===== src/hdl/frt_pkg.sv =====
// Shared types and constants for the failure retry table.
`timescale 1ns / 1ps
package frt_pkg;

  localparam int ENTRIES  = 16;
  localparam int KEY_BITS = 64;
  localparam int IDX_W    = (ENTRIES > 1) ? $clog2(ENTRIES) : 1;
  localparam int ID_W     = 64;
  localparam int TIME_W   = 32;
  localparam int ATT_W    = 8;

  localparam logic [ATT_W-1:0]  ATT_MAX   = {ATT_W{1'b1}};
  localparam logic [ATT_W-1:0]  ATT_ONE   = ATT_W'(1);
  localparam logic [TIME_W-1:0] TIME_ONE  = TIME_W'(1);
  localparam logic [IDX_W-1:0]  IDX_LAST  = IDX_W'(ENTRIES - 1);

  localparam logic [1:0] REG_RECHECK = 2'd0;
  localparam logic [1:0] REG_RETRY   = 2'd1;
  localparam logic [1:0] REG_LIMIT   = 2'd2;

  localparam logic [TIME_W-1:0] RECHECK_RST = TIME_W'(2000);
  localparam logic [TIME_W-1:0] RETRY_RST   = TIME_W'(5000);
  localparam logic [ATT_W-1:0]  LIMIT_RST   = ATT_W'(3);

  typedef enum logic [1:0] {
    KIND_QUERY  = 2'd0,
    KIND_RECORD = 2'd1,
    KIND_CLEAR  = 2'd2,
    KIND_FORGET = 2'd3
  } kind_e;

  typedef enum logic [1:0] {
    FS_NONE  = 2'd0,
    FS_RETRY = 2'd1,
    FS_WAIT  = 2'd2
  } fail_status_e;

  typedef enum logic [1:0] {
    S_IDLE,
    S_SCAN,
    S_EXEC
  } state_e;

  // Match and free-slot result rippling down the cell row.
  typedef struct packed {
    logic              hit;
    logic [IDX_W-1:0]  hit_idx;
    logic [ID_W-1:0]   ident;
    logic [ATT_W-1:0]  attempts;
    logic [TIME_W-1:0] failed_time;
    logic [TIME_W-1:0] checked_time;
    logic              free;
    logic [IDX_W-1:0]  free_idx;
  } carry_t;

  // Update broadcast to the row at the end of an item.
  typedef struct packed {
    logic                en;
    logic                clear_all;
    logic [IDX_W-1:0]    idx;
    logic                upd_valid;
    logic                valid;
    logic                upd_key;
    logic [KEY_BITS-1:0] key;
    logic                upd_entry;
    logic [ID_W-1:0]     ident;
    logic [ATT_W-1:0]    attempts;
    logic [TIME_W-1:0]   failed_time;
    logic                upd_checked;
    logic [TIME_W-1:0]   checked_time;
  } cmd_t;

endpackage


===== src/hdl/frt_cell.sv =====
// One table entry with its stage of the match chain.
`timescale 1ns / 1ps
module frt_cell
  import frt_pkg::*;
(
  input  logic                clk_i,
  input  logic                rst_ni,
  input  logic [IDX_W-1:0]    cell_idx_i,
  input  logic [KEY_BITS-1:0] probe_key_i,
  input  carry_t              carry_i,
  input  cmd_t                cmd_i,
  output carry_t              carry_o
);

  logic                valid_q;
  logic [KEY_BITS-1:0] key_q;
  logic [ID_W-1:0]     ident_q;
  logic [ATT_W-1:0]    attempts_q;
  logic [TIME_W-1:0]   failed_q;
  logic [TIME_W-1:0]   checked_q;
  carry_t              carry_q;
  carry_t              carry_d;
  logic                sel;

  assign sel = cmd_i.en && (cmd_i.idx == cell_idx_i);

  always_comb begin
    carry_d = carry_i;
    if (!carry_i.hit && valid_q && (key_q == probe_key_i)) begin
      carry_d.hit          = 1'b1;
      carry_d.hit_idx      = cell_idx_i;
      carry_d.ident        = ident_q;
      carry_d.attempts     = attempts_q;
      carry_d.failed_time  = failed_q;
      carry_d.checked_time = checked_q;
    end
    if (!carry_i.free && !valid_q) begin
      carry_d.free     = 1'b1;
      carry_d.free_idx = cell_idx_i;
    end
  end

  always_ff @(posedge clk_i or negedge rst_ni) begin
    if (!rst_ni) begin
      valid_q <= 1'b0;
    end else if (cmd_i.en && cmd_i.clear_all) begin
      valid_q <= 1'b0;
    end else if (sel && cmd_i.upd_valid) begin
      valid_q <= cmd_i.valid;
    end
  end

  always_ff @(posedge clk_i) begin
    carry_q <= carry_d;
    if (sel && cmd_i.upd_key) begin
      key_q <= cmd_i.key;
    end
    if (sel && cmd_i.upd_entry) begin
      ident_q    <= cmd_i.ident;
      attempts_q <= cmd_i.attempts;
      failed_q   <= cmd_i.failed_time;
    end
    if (sel && cmd_i.upd_checked) begin
      checked_q <= cmd_i.checked_time;
    end
  end

  assign carry_o = carry_q;

endmodule


===== config.mk =====
export PLATFORM = sky130hd
export DESIGN_NAME = frt_cell
export DESIGN_NICKNAME = d
export VERILOG_FILES = /design/src/hdl/frt_pkg.sv /design/src/hdl/frt_cell.sv
export SDC_FILE = /design/constraint.sdc
export NUM_CORES = 1
export LEC_CHECK = 0
export ABC_AREA = 1
export BUFFER_PORTS_ARGS = -buffer_cell sky130_fd_sc_hd__clkbuf_2
export CAP_MARGIN = 10
export CORE_AREA = 2 2 223 225
export CTS_BUF_LIST = sky130_fd_sc_hd__clkbuf_16
export CTS_CLUSTER_DIAMETER = 100
export DETAILED_ROUTE_END_ITERATION = 6
export DIE_AREA = 0 0 225 227
export PLACE_DENSITY = 0.46
export SLEW_MARGIN = 20
export SYNTH_ARGS = -nofsm -noshare
export SYNTH_HDL_FRONTEND = slang
export SYNTH_SLANG_ARGS = --single-unit

===== constraint.sdc =====
create_clock -name clk_i -period 2 [get_ports clk_i]
set_input_delay 0.1 -clock clk_i [delete_from_list [all_inputs] [get_ports clk_i]]
set_output_delay 0.1 -clock clk_i [all_outputs]
set_load 0.1 [all_outputs]

[Word-level counts from Yosys, hierarchy flattened]
Cells that the tools add are included.
Cells by class
  reductions and logical operators: 13
  $mul: 0
  equality and inequality tests: 2
  muxes and demuxes: 4
  shift-type cells: 0
  add/subtract/negate cells: 0
  bitwise gates (word level): 0
  div/mod/pow operators: 0
  $lt $le $gt $ge: 0
Operator list (number)
  $mux 140: 1
  $eq 64x64->1: 1
  $logic_and 1x1->1: 9
  $eq 4x4->1: 1
  $mux 4: 1
  $logic_not 1->1: 3
  $mux 1: 2
  $reduce_bool 2->1: 1
Word-level totals
  ROM bits: 0
  bits in latches: 0
  output and inout bits: 146
  logic and storage cells: 33
  RAM bits: 0
  register bits: 347
  memories kept: 0

[Logic depth before layout (Yosys ltp)]
Gate-level depths: netlist (run 1).
  depth in word-level cells: 5
  gate-level depth with buffers: 13

[Least setup slack after synthesis (run 1)]
Ideal clock, no wire load.
  path kind: input to register
  start: input port cell_idx_i[1]
  end: register attempts_q[0] (enable)
  data required time: 1.432 ns
  data arrival time: 4.887 ns
  path slack: -3.455 ns
  buffers on the path: 0
  stages on the path: 6
  cell sequence: inv_1 -> nand2_1 -> o21ai_0 -> a21oi_1 -> nand4_1 -> nor2_1
On the way
  cells in the longest elaborated chain, start to end: 3
RTL lines
  start: declaration: line frt_cell.sv:8  | input logic [IDX_W-1:0] cell_idx_i,
  $eq 4x4->1: line frt_cell.sv:25  | assign sel = cmd_i.en && (cmd_i.idx == cell_idx_i);
  $logic_and 1x1->1: line frt_cell.sv:25
  $logic_and 1x1->1: line frt_cell.sv:58  | if (sel && cmd_i.upd_entry) begin
  end signal: assignment: line frt_cell.sv:60  | attempts_q <= cmd_i.attempts;
  end: declaration: line frt_cell.sv:18  | logic [ATT_W-1:0] attempts_q;
No other way between the ends.
A chain may end at the register's enable or synchronous reset.

==> results of run 1 <==
[cell families (layout without fill, tap and decap cells)]
group	count (synthesis)	in the layout	share of synthesized area
XOR/XNOR	14	14	0.00979
buffers and inverters	139	1146	0.0506
AO/OA/AOI/OAI	26	26	0.0114
other	0	4	0
multiplexers	2	2	0.00180
flip-flops	347	347	0.715
AND/OR/NAND/NOR	605	605	0.211
[what timing repair did]
| item | in CTS | in global routing |
|---|---|---|
| pin swaps | 1 | 26 |
| endpoints found under the hold margin | 348 | 0 |
| setup buffers | 1 | 9 |
| resized for setup | 6 | 27 |
| gates cloned | 1 | 11 |
| setup endpoints to repair | 141 | 141 |
| hold buffers | 359 | 0 |
[synth_stat cells (4+ instances only)]
cell / number
clkbuf_1: 15
xnor2_1: 12
buf_6: 9
nand3_1: 4
nor2_1: 57
inv_2: 4
edfxtp_1: 200
nand4_1: 141
o22ai_1: 6
nand2_1: 398
buf_2: 32
inv_1: 75
o21ai_1: 12
dfxtp_1: 146
[per-layer routing]
layer	vias to the layer above	share of wire	wire, um
li1	5802	-	-
met1	5457	0.39	19200
met2	423	0.51	25100
met3	108	0.060	2930
met4	2	0.032	1550
met5	-	0.00023	11
[flip-flops by register name, indices dropped and copies added, names as in the netlist]
name,count
ident_q,64
carry_o,146
attempts_q,8
valid_q,1
failed_q,32
checked_q,32
key_q,64
[stage by stage]
| stage | utilization | setup slack (ns) | std cells | TNS [ns] | hold slack [ns] |
|---|---|---|---|---|---|
| 6_report | 0.448 | 0.0604 | 2766 | 0 | 0.118 |
| 5_1_grt | 0.448 | -0.0784 | 2766 | -4.88 | 0.103 |
| 4_1_cts | 0.439 | -0.00872 | 2742 | -0.0187 | 0.0873 |
| 3_5_place_dp | 0.338 | -0.158 | 2306 | -7.32 | -0.119 |
| 3_3_place_gp | 0.338 | -0.128 | 2306 | -4.92 | -0.122 |
| 2_1_floorplan | - | -0.594 | 1133 | -76.01 | -0.196 |
[worst min-delay path, delay by kind of cell]
kind          cells  cell delay, ns
buf+inv           3            0.33
simple gates      1            0.05
[area by class of cell]
type                    instances  area, sq um  share of cell area
repair buffers                992         7490               0.344
clock inverters                34          184             0.00845
multi-input cells             647         3010               0.138
well taps                     622          778              0.0358
inverters                      79          309              0.0142
flip-flops and latches        347         8950               0.411
diodes                          4         10.0            0.000460
clock buffers                  41         1030              0.0472
[report_power, final]
group | switching, W | internal, W | leakage [nW]
combinational | 0.00174 | 0.000983 | 6.43
sequential | 0.0000815 | 0.00780 | 3.05
clock | 0.00294 | 0.00385 | 0.648
[how the worst max path moves through the flow]
stage | from | end | slack [ns] | depth (start not counted)
after floorplan | cell_idx_i[1] | attempts_q[0] | -0.59 | 6
after global placement | key_q[0] | carry_o[15] | -0.13 | 10
after detailed placement | key_q[60] | carry_o[16] | -0.16 | 11
after CTS | key_q[9] | carry_o[21] | -0.009 | 11
after global routing | key_q[0] | carry_o[61] | -0.08 | 12
final | key_q[49] | carry_o[90] | 0.06 | 12
==> metrics.md, run 1 <==
| Metric | Value |
|---|---|
| Hold Crit Start | cmd_i[137] |
| Final setup vio count | 0 |
| GR Layer Usage met2 | 0.317 |
| GPL Wtd Cong | 0.855 |
| Most frequent cell on the critical path | nand2_1 |
| Chip Width | 225 um |
| H-tree level count | 2 |
| PwrDens | 800 mW/mm^2 |
| Clock period minus final worst setup slack | 1.94 ns |
| Clock root buffer master | clkbuf_16 |
| Max stage delay on crit path | 0.39 ns |
| Dpl cell area | 0.0164 sq mm |
| Hold path depth | 4 |
| Initial antenna violation count | 5 |
| FFs w/ async S/R, synth | 0.00288 |
| Worst Skew | 0.0121 ns |
| Actual slew at the worst max-slew pin | 0.651 ns |
| Critical path's slowest cell | edfxtp_1 |
| GR Util All Layers | 0.176 |
| Most frequent cells in the layout | 572 x clkbuf_2, 391 x nand2_1, 359 x dlygate4sd3_1, 200 x edfxtp_1, 146 x dfxtp_1 |
| Detailed Route Iter0 Violations | 435 |
| Met1 Usage GRT | 0.202 |
| Top-area cell type share of the netlist area | 0.480 |
| Ys flop type | edfxtp_1 |
| Core ar. | 0.0485 sq mm |
| Antenna viol nets, final | 0 |
| First-pass GRT wire length | 68300 um |
| Worst Setup End Kind | flip-flop |
| Total CTS buffers | 41 |
| CP bufs+invs | 3 |
| Fin crit share | 0.970 |
| Die Span Y | 227 um |
| Library cells used by synthesis | 26 |
| Static leakage | 10.1 nW |
| Power consumption | 0.0174 W |
| Final slew viol count | 0 |
| Critical-path maximum fanout | 19 |
| Max Cap Viol | 0 |
| Drt wl/cell | 17.6 um |
| Largest net degree at the start of global routing | 55 |
| Routed WL | 48800 um |
| Vias after detailed routing | 11800 |
| Nets | 2535 |
| Clock sink count | 347 |
| Hold violation total from the final report | 0 |
| Final Cell Area | 0.0218 sq mm |
| Initial Util | 0.258 |
| CP startpoint kind | flip-flop |
| Max-slew headroom | 0.568 |
| Worst path arrival time | 2.43 ns |
| Seq/Total Area, Yosys | 0.715 |
| Overflow after GRT | 0 |
| F_max | 516 MHz |
| Worst Path Required | 2.49 ns |
| Vias in the first global route | 12100 |
| Die Area | 0.0511 sq mm |
| #FFs+latches synth | 347 |
| Reg2Reg Launch Point | key_q[49] |
| Layout area overhead | 73.8% |
| WHS Endpoint | ident_q[59] |
| Number of flops mapped to enable cells by yosys | 200 |
| Bufs on Longest Clock Path | 3 |
| IO Count | 573 |
| Max VDD drop | 0.601 mV |
| Gr busiest metal | met2 |
| Syn_nets | 1560 |
| CTS tree | done |
| Port Buffers | 572 |
| R2R Setup Slk | 0.06 ns |
| Critical R2R Capture | carry_o[90] |
| DP HPWL | 33500 um |
| Synthesized area per cell | 11.0 sq um |
| RSZ-0062 raised after global routing | yes |
| Cells after Synth | 1133 |
| Layout cells sized above 1 | 0.333 |
| DR DRC count | 0 |
| CP Class | reg2reg |
| Drt first pass iters | 4 |
| M3 GR Usage | 0.0416 |
| Std-Cell Rows | 81 |
| Fillers | 4555 |
| R2R cell count | 12 |
| Synth top area cells | edfxtp_1 48%, dfxtp_1 23%, nand2_1 12%, nand4_1 7.0%, inv_1 2.2% |
| Class of the worst hold path | in2reg |
| Worst-Skew Late Latency | 0.55 ns |
| Status | finished clean |
| Drt via density | 4.26 |
| Clock slew seen by the registers of the worst setup and hold paths | 0.06 ns |
| Delay-heaviest family, CP | simple AND/OR/NAND/NOR gates |
| Synth area leader | edfxtp_1 |
| YS warnings | 0 |
| Commonest non-fill, non-tap cell in the layout | clkbuf_2 |
| Crit-path cells | nand2_1 -> nand2_1 -> nor2_1 -> nand2_1 -> nor2_4 -> nand2_2 -> nor2_4 -> buf_12 -> buf_16 -> buf_12 -> nand4_1 -> nand2_1 |
| Synthesized cell area | 0.0125 sq mm |
No activity file was read; power rests on OpenSTA's default activity.
==> inputs of run 2 (changes only) <==
--- a/config.mk
+++ b/config.mk
@@ -5,15 +5,15 @@
 export SDC_FILE = /design/constraint.sdc
 export NUM_CORES = 1
 export LEC_CHECK = 0
-export ABC_AREA = 1
+export ABC_AREA = 0
 export BUFFER_PORTS_ARGS = -buffer_cell sky130_fd_sc_hd__clkbuf_2
 export CAP_MARGIN = 10
-export CORE_AREA = 2 2 223 225
+export CORE_AREA = 2 2 224 226
 export CTS_BUF_LIST = sky130_fd_sc_hd__clkbuf_16
 export CTS_CLUSTER_DIAMETER = 100
 export DETAILED_ROUTE_END_ITERATION = 6
-export DIE_AREA = 0 0 225 227
-export PLACE_DENSITY = 0.46
+export DIE_AREA = 0 0 226 228
+export PLACE_DENSITY = 0.44
 export SLEW_MARGIN = 20
 export SYNTH_ARGS = -nofsm -noshare
 export SYNTH_HDL_FRONTEND = slang
==> metrics.md, run 2 <==
| Metric | Value |
|---|---|
| Worst path arrival time | 3.05 ns (+0.62 ns) |
| CP Class | reg2reg |
| Synth top area cells | edfxtp_1 51%, dfxtp_1 25%, mux2_4 11%, mux2_1 4.8%, xnor2_1 3.3% |
| Synth top cells by count | 200 x edfxtp_1, 146 x dfxtp_1, 89 x mux2_4 |
| Synthesized cell area | 0.0119 sq mm (-5.0%) |
| Clock period minus final worst setup slack | 2.62 ns (+0.682 ns) |
| Status | complete, but fails checks |
| Number of flops mapped to enable cells by yosys | 200 (unchanged) |
| Delay-heaviest family, CP | simple AND/OR/NAND/NOR gates |
| Critical path's slowest cell | or4_4 |
| Max Cap Viol | 0 (unchanged) |
| Die Area | 0.0515 sq mm (+0.89%) |
| Overflow after GRT | 0 (unchanged) |
| Final Cell Area | 0.0208 sq mm (-4.6%) |
| Library cells used by synthesis | 30 (+15%) |
| Max-slew headroom | 0.587 (+0.0191) |
| Drt wl/cell | 16.6 um (-5.6%) |
| Fin crit share | 1.31 (+0.341) |
| Nets | 2028 (-20%) |
| Worst-Skew Late Latency | 0.55 ns (about the same) |
| Seq/Total Area, Yosys | 0.753 (+0.0378) |
| RSZ-0062 raised after global routing | yes |
| Synth area leader | edfxtp_1 |
| Worst Setup End Kind | flip-flop |
| Ys flop type | edfxtp_1 |
| #FFs+latches synth | 347 (unchanged) |
| Std-Cell Rows | 82 (+1.2%) |
| Most frequent cell on the critical path | nand4_1 |
| F_max | 381 MHz (-26%) |
| FFs w/ async S/R, synth | 0.00288 (unchanged) |
| Final slew viol count | 0 (unchanged) |
| Clock slew seen by the registers of the worst setup and hold paths | 0.06 ns (about the same) |
| Drt via density | 3.83 (-10%) |
| Worst Path Required | 2.43 ns (-0.06 ns) |
| Port Buffers | 572 (unchanged) |
| Hold violation total from the final report | 0 (unchanged) |
| Cells after Synth | 621 (-45%) |
| Count leader, synth | edfxtp_1 |
| Total CTS buffers | 42 (+2.4%) |
| Top-area cell type share of the netlist area | 0.505 (+0.0253) |
| Core ar. | 0.0493 sq mm (+1.7%) |
| Power consumption | 0.0174 W (+0.14%) |
| DR DRC count | 0 (unchanged) |
| Class of the worst hold path | in2reg |
| Layout cells sized above 1 | 0.469 (+0.136) |
| Die Span Y | 228 um (+0.44%) |
| First-pass GRT wire length | 56800 um (-17%) |
| CTS tree | done |
| Layout area overhead | 74.5% |
| CP bufs+invs | 3 (unchanged) |
| Largest net degree at the start of global routing | 37 (-33%) |
| YS warnings | 0 (unchanged) |
| Antenna viol nets, final | 0 (unchanged) |
| Static leakage | 9.25 nW (-8.6%) |
| Routed WL | 38400 um (-21%) |
| Crit-path cells | xnor2_1 -> nand4_1 -> nor4_2 -> buf_4 -> nand4_1 -> or4_4 -> buf_12 -> buf_16 -> mux2_4 |
| Max reg flops | 146 (unchanged) |
| Initial Util | 0.241 (-0.0169) |
| Placed Instances | 1867 (-19%) |
| Detailed Route Iter0 Violations | 260 (-40%) |
| Bufs on Longest Clock Path | 3 (unchanged) |
| Clock root buffer master | clkbuf_16 |
| Final setup vio count | 141 (+141) |
| IO Count | 573 (unchanged) |
| Slack of the critical path | -0.622 ns (-0.682 ns) |
| Clock sink count | 347 (unchanged) |
| H-tree level count | 2 (unchanged) |
| Max VDD drop | 0.631 mV (+5.0%) |
| CP startpoint kind | flip-flop |
| PwrDens | 840 mW/mm^2 (+5.0%) |
| Critical-path maximum fanout | 24 (+5) |
| Vias after detailed routing | 8836 (-25%) |
| Worst Skew | 0.0175 ns (+0.00530 ns) |
| Chip Width | 226 um (+0.44%) |
| Final std cells w/o fill | 2308 (-17%) |
| GR Util All Layers | 0.147 (-0.0289) |
| Failing checks | negative setup slack |
| Initial antenna violation count | 1 (-4) |
| Syn_nets | 1048 (-33%) |
| Synthesized area per cell | 19.1 sq um (+73%) |
| Dpl cell area | 0.0157 sq mm (-4.4%) |
| Vias in the first global route | 9960 (-18%) |
| Drt first pass iters | 6 (+2) |
| Most frequent cells in the layout | 572 x clkbuf_2, 358 x dlygate4sd3_1, 200 x edfxtp_1, 146 x dfxtp_1, 108 x mux2_4 |
| Commonest non-fill, non-tap cell in the layout | clkbuf_2 |
| DP HPWL | 27000 um (-19%) |
| Actual slew at the worst max-slew pin | 0.622 ns (-0.0288 ns) |
| GPL Wtd Cong | 0.788 (-7.9%) |
| Max stage delay on crit path | 0.47 ns (+0.08 ns) |
run 2: changes by cell type in the layout (fill, tap and decap cells not counted), sizes merged, moves of 33 or more:
cell,delta
inv,-64
nand2,-397
mux2,+142
nor2,-59
nand4,-128
xnor2,+33
run 2: worst paths after layout:
path	start	cells after the start	endpoint	slack [ns]
min in group asynchronous	rst_ni	3	valid_q	0.39
worst max register to register	key_q[41]	9	carry_o[73]	-0.62
max in group asynchronous	rst_ni	3	valid_q	1.50
worst min register to register	checked_q[3]	1	carry_o[8]	0.45
worst min-delay path	cmd_i[137]	2	ident_q[52]	0.05
worst max-delay path	key_q[41]	9	carry_o[73]	-0.62
run 2: stage by stage:
stage          setup TNS (ns)  hold WS, ns  setup slack, ns   util
2_1_floorplan          -51.34       -0.196           -0.402      -
3_3_place_gp          -109.17       -0.123           -0.804  0.318
3_5_place_dp          -115.42       -0.124           -0.863  0.318
4_1_cts                -84.58       -0.250           -0.641  0.419
5_1_grt                -99.55       0.0156           -0.751  0.421
6_report               -82.30       0.0456           -0.622  0.421
run 2: where the power goes:
group          switching, W  internal (W)
registers         0.0000738       0.00780
clock network       0.00298       0.00384
logic               0.00164       0.00109
total               0.00470        0.0127
run 2: kinds of logic (layout without fill, tap and decap cells):
family,after synthesis,after routing,synth area share
buf+inv,28,1042,0.0157
simple gates,34,34,0.0180
mux,145,145,0.165
xor+xnor,54,54,0.0398
other cells,0,1,0
compound gates,13,13,0.00831
flops,347,347,0.753
run 2: area by class of cell:
class	instances	area [sq um]
Fill cell	4603	28600
Clock inverter	36	188
Timing Repair Buffer	952	6810
Tap cell	672	841
Clock buffer	42	1050
Antenna cell	1	2.50
Sequential cell	347	8950
Inverter	12	45.0
Multi-Input combinational cell	246	2860
run 2: routing by layer:
metal / up-vias / wire length [um] / GRT usage
met5: - / 0 / 0
met4: 0 / 995 / 0.0536
met3: 62 / 2510 / 0.0350
met2: 344 / 20300 / 0.273
met1: 4155 / 14600 / 0.160
li1: 4275 / - / -
run 2: timing repair:
| action | in CTS | in global routing |
|---|---|---|
| gates cloned | 3 | 0 |
| gates resized for setup | 16 | 14 |
| hold buffers | 357 | 1 |
| setup endpoints to repair | 141 | 142 |
| hold endpoints to repair | 353 | 1 |
| setup buffers | 1 | 0 |
| pin swaps | 2 | 1 |
==> inputs of run 3 (changes only) <==
--- a/config.mk
+++ b/config.mk
@@ -8,12 +8,14 @@
 export ABC_AREA = 0
 export BUFFER_PORTS_ARGS = -buffer_cell sky130_fd_sc_hd__clkbuf_2
 export CAP_MARGIN = 10
+export CELL_PAD_IN_SITES_DETAIL_PLACEMENT = 1
+export CELL_PAD_IN_SITES_GLOBAL_PLACEMENT = 1
 export CORE_AREA = 2 2 224 226
 export CTS_BUF_LIST = sky130_fd_sc_hd__clkbuf_16
 export CTS_CLUSTER_DIAMETER = 100
 export DETAILED_ROUTE_END_ITERATION = 6
 export DIE_AREA = 0 0 226 228
-export PLACE_DENSITY = 0.44
+export PLACE_DENSITY = 0.53
 export SLEW_MARGIN = 20
 export SYNTH_ARGS = -nofsm -noshare
 export SYNTH_HDL_FRONTEND = slang
==> constraint.sdc (replaced) <==
create_clock -name clk_i -period 2.9 [get_ports clk_i]
set_input_delay 0.145 -clock clk_i [delete_from_list [all_inputs] [get_ports clk_i]]
set_output_delay 0.145 -clock clk_i [all_outputs]
set_load 0.005 [all_outputs]
==> metrics.md, run 3 (synthesized netlist as in run 2, its figures left out) <==
| Metric | Value |
|---|---|
| Critical R2R Capture | carry_o[48] |
| GPL Wtd Cong | 0.802 (+1.7%) |
| Class of the worst hold path | in2reg |
| Total CTS buffers | 41 (-2.4%) |
| Clock root buffer master | clkbuf_16 |
| Critical-path maximum fanout | 57 (+140%) |
| Wire length on met1 | 15900 um (+8.5%) |
| RSZ-0062 raised after global routing | yes |
| Max Cap Viol | 0 (unchanged) |
| PwrDens | 565 mW/mm^2 (-33%) |
| CP startpoint kind | flip-flop |
| Antenna viol nets, final | 0 (unchanged) |
| Crit path from | key_q[18] |
| Crit-path cells | nor2b_1 -> a2111o_1 -> a2111oi_2 -> nand4_1 -> or4_4 -> buf_12 -> mux2_1 |
| GR Util All Layers | 0.166 (+0.0188) |
| Static leakage | 9.22 nW (-0.38%) |
| CP endpoint | carry_o[48] |
| Bufs on Longest Clock Path | 3 (unchanged) |
| Hold slack | -0.0137 ns (-0.0593 ns) |
| Max stage delay on crit path | 0.63 ns (+0.16 ns) |
| Max VDD drop | 0.559 mV (-11%) |
| CTS tree | done |
| Hold violation total from the final report | 1 (+1) |
| Layout area overhead | 74.8% |
| Drt via density | 3.95 (+3.3%) |
| Drt first pass iters | 4 (-2) |
| Worst Path Required | 3.33 ns (+0.90 ns) |
| Reg2Reg Launch Point | key_q[18] |
| Initial Util | 0.241 (unchanged) |
| Slack of the critical path | 0.0155 ns (+0.637 ns) |
| Largest net degree at the start of global routing | 58 (+57%) |
| Routed WL | 43600 um (+14%) |
| Final Cell Area | 0.0208 sq mm (+0.16%) |
| Top layer in use | met5 |
| IO Count | 573 (unchanged) |
| Worst-Skew Late Latency | 0.55 ns (about the same) |
| Worst Skew | 0.0149 ns (-0.00252 ns) |
| Critical path's slowest cell | or4_4 |
| Detailed Route Iter0 Violations | 329 (+27%) |
| First-pass GRT wire length | 63700 um (+12%) |
| Worst Setup End Kind | flip-flop |
| DR DRC count | 0 (unchanged) |
| Fin crit share | 0.995 (-0.316) |
| Final setup vio count | 0 (-100%) |
| Met3 routed WL | 3830 um (+53%) |
| Clock period minus final worst setup slack | 2.88 ns (+0.263 ns) |
| Actual slew at the worst max-slew pin | 0.570 ns (-0.0521 ns) |
| Layout cells sized above 1 | 0.466 (-0.00281) |
| Delay-heaviest family, CP | simple AND/OR/NAND/NOR gates |
| Clock sink count | 347 (unchanged) |
| R2R cell count | 7 (-2) |
| Status | complete, but fails checks |
| Met2 wire length | 23000 um (+13%) |
| Clock slew seen by the registers of the worst setup and hold paths | 0.06 ns (about the same) |
| Failing checks | negative hold slack |
| Dpl cell area | 0.0158 sq mm (+0.29%) |
| Commonest non-fill, non-tap cell in the layout | clkbuf_2 |
| Chip Width | 226 um (unchanged) |
| Max reg flops | 146 (unchanged) |
| Std-Cell Rows | 82 (unchanged) |
| CP bufs+invs | 1 (-2) |
| Port Buffers | 572 (unchanged) |
| Nets | 2026 (-0.099%) |
| Power consumption | 0.0118 W (-33%) |
| Final slew viol count | 0 (unchanged) |
| F_max | 347 MHz (-9.1%) |
| Pre-CTS setup slack | -0.0157 ns (+0.847 ns) |
| Die Area | 0.0515 sq mm (unchanged) |
| R2R Setup Slk | 0.02 ns (+0.64 ns) |
| Core ar. | 0.0493 sq mm (unchanged) |
| Vias in the first global route | 10800 (+8.0%) |
| Critical path depth in cells | 7 (-2) |
| Worst path arrival time | 3.31 ns (+0.26 ns) |
| H-tree level count | 2 (unchanged) |
| DP HPWL | 30000 um (+11%) |
| Most frequent cells in the layout | 572 x clkbuf_2, 356 x dlygate4sd3_1, 200 x edfxtp_1, 146 x dfxtp_1, 97 x mux2_4 |
| Max-slew headroom | 0.620 (+0.0330) |
| Die Span Y | 228 um (unchanged) |
| Initial antenna violation count | 7 (+6) |
| Vias after detailed routing | 9120 (+3.2%) |
| CP Class | reg2reg |
| Overflow after GRT | 0 (unchanged) |
| Drt wl/cell | 18.9 um (+14%) |
## run 3: power breakdown
group / switching, W / internal, W
logic: 0.000378 / 0.000740
clock network: 0.00207 / 0.00313
registers: 0.0000558 / 0.00538
total: 0.00251 / 0.00925
## run 3: worst min path at each step
stage	start	cells after the start	slack (ns)	endpoint
floorplan	rst_ni	0	-0.15	valid_q
finish	cell_idx_i[3]	2	-0.01	carry_o[144]
global placement	rst_ni	1	-0.08	valid_q
global route	cell_idx_i[3]	2	0.02	carry_o[144]
CTS	cell_idx_i[3]	2	0.01	carry_o[144]
detailed placement	rst_ni	1	-0.08	valid_q
## run 3: repair_timing
action                                  4_1_cts  5_1_grt
pin swaps                                     0        1
resized for setup                             2       12
hold buffers                                356        0
endpoints found under the setup margin       58      107
hold endpoints to repair                    348        0
gates cloned                                  0        1
setup buffers                                 0        1
## run 3: worst register-to-register path, stage by stage (launching register included)
cell and delay [ns]:
edfxtp_1 0.39, nor2b_1 0.14, a2111o_1 0.35, a2111oi_2 0.34, nand4_1 0.13, or4_4 0.63
buf_12 0.22, mux2_1 0.57
## run 3: per-layer routing
| metal | vias up | track usage |
|---|---|---|
| met5 | - | 0 |
| met4 | 8 | 0.0449 |
| met3 | 65 | 0.0626 |
| met2 | 395 | 0.311 |
| met1 | 4390 | 0.169 |
| li1 | 4262 | - |
## run 3: final cells by class
class / instances / area, sq um
clock buffer: 43 / 1080
sequential: 347 / 8950
antenna: 2 / 5.00
inverter: 12 / 45.0
multi-input combinational: 246 / 2810
fill: 5149 / 28600
clock inverter: 33 / 280
tap: 672 / 841
timing repair buffer: 951 / 6780
## run 3: through the flow
stage | cells | utilization | setup TNS, ns
2_1_floorplan | 621 | - | 0
3_5_place_dp | 1870 | 0.319 | -0.0279
4_1_cts | 2302 | 0.419 | 0
5_1_grt | 2306 | 0.421 | -0.407
6_report | 2306 | 0.421 | 0
3_3_place_gp | 1870 | 0.319 | 0
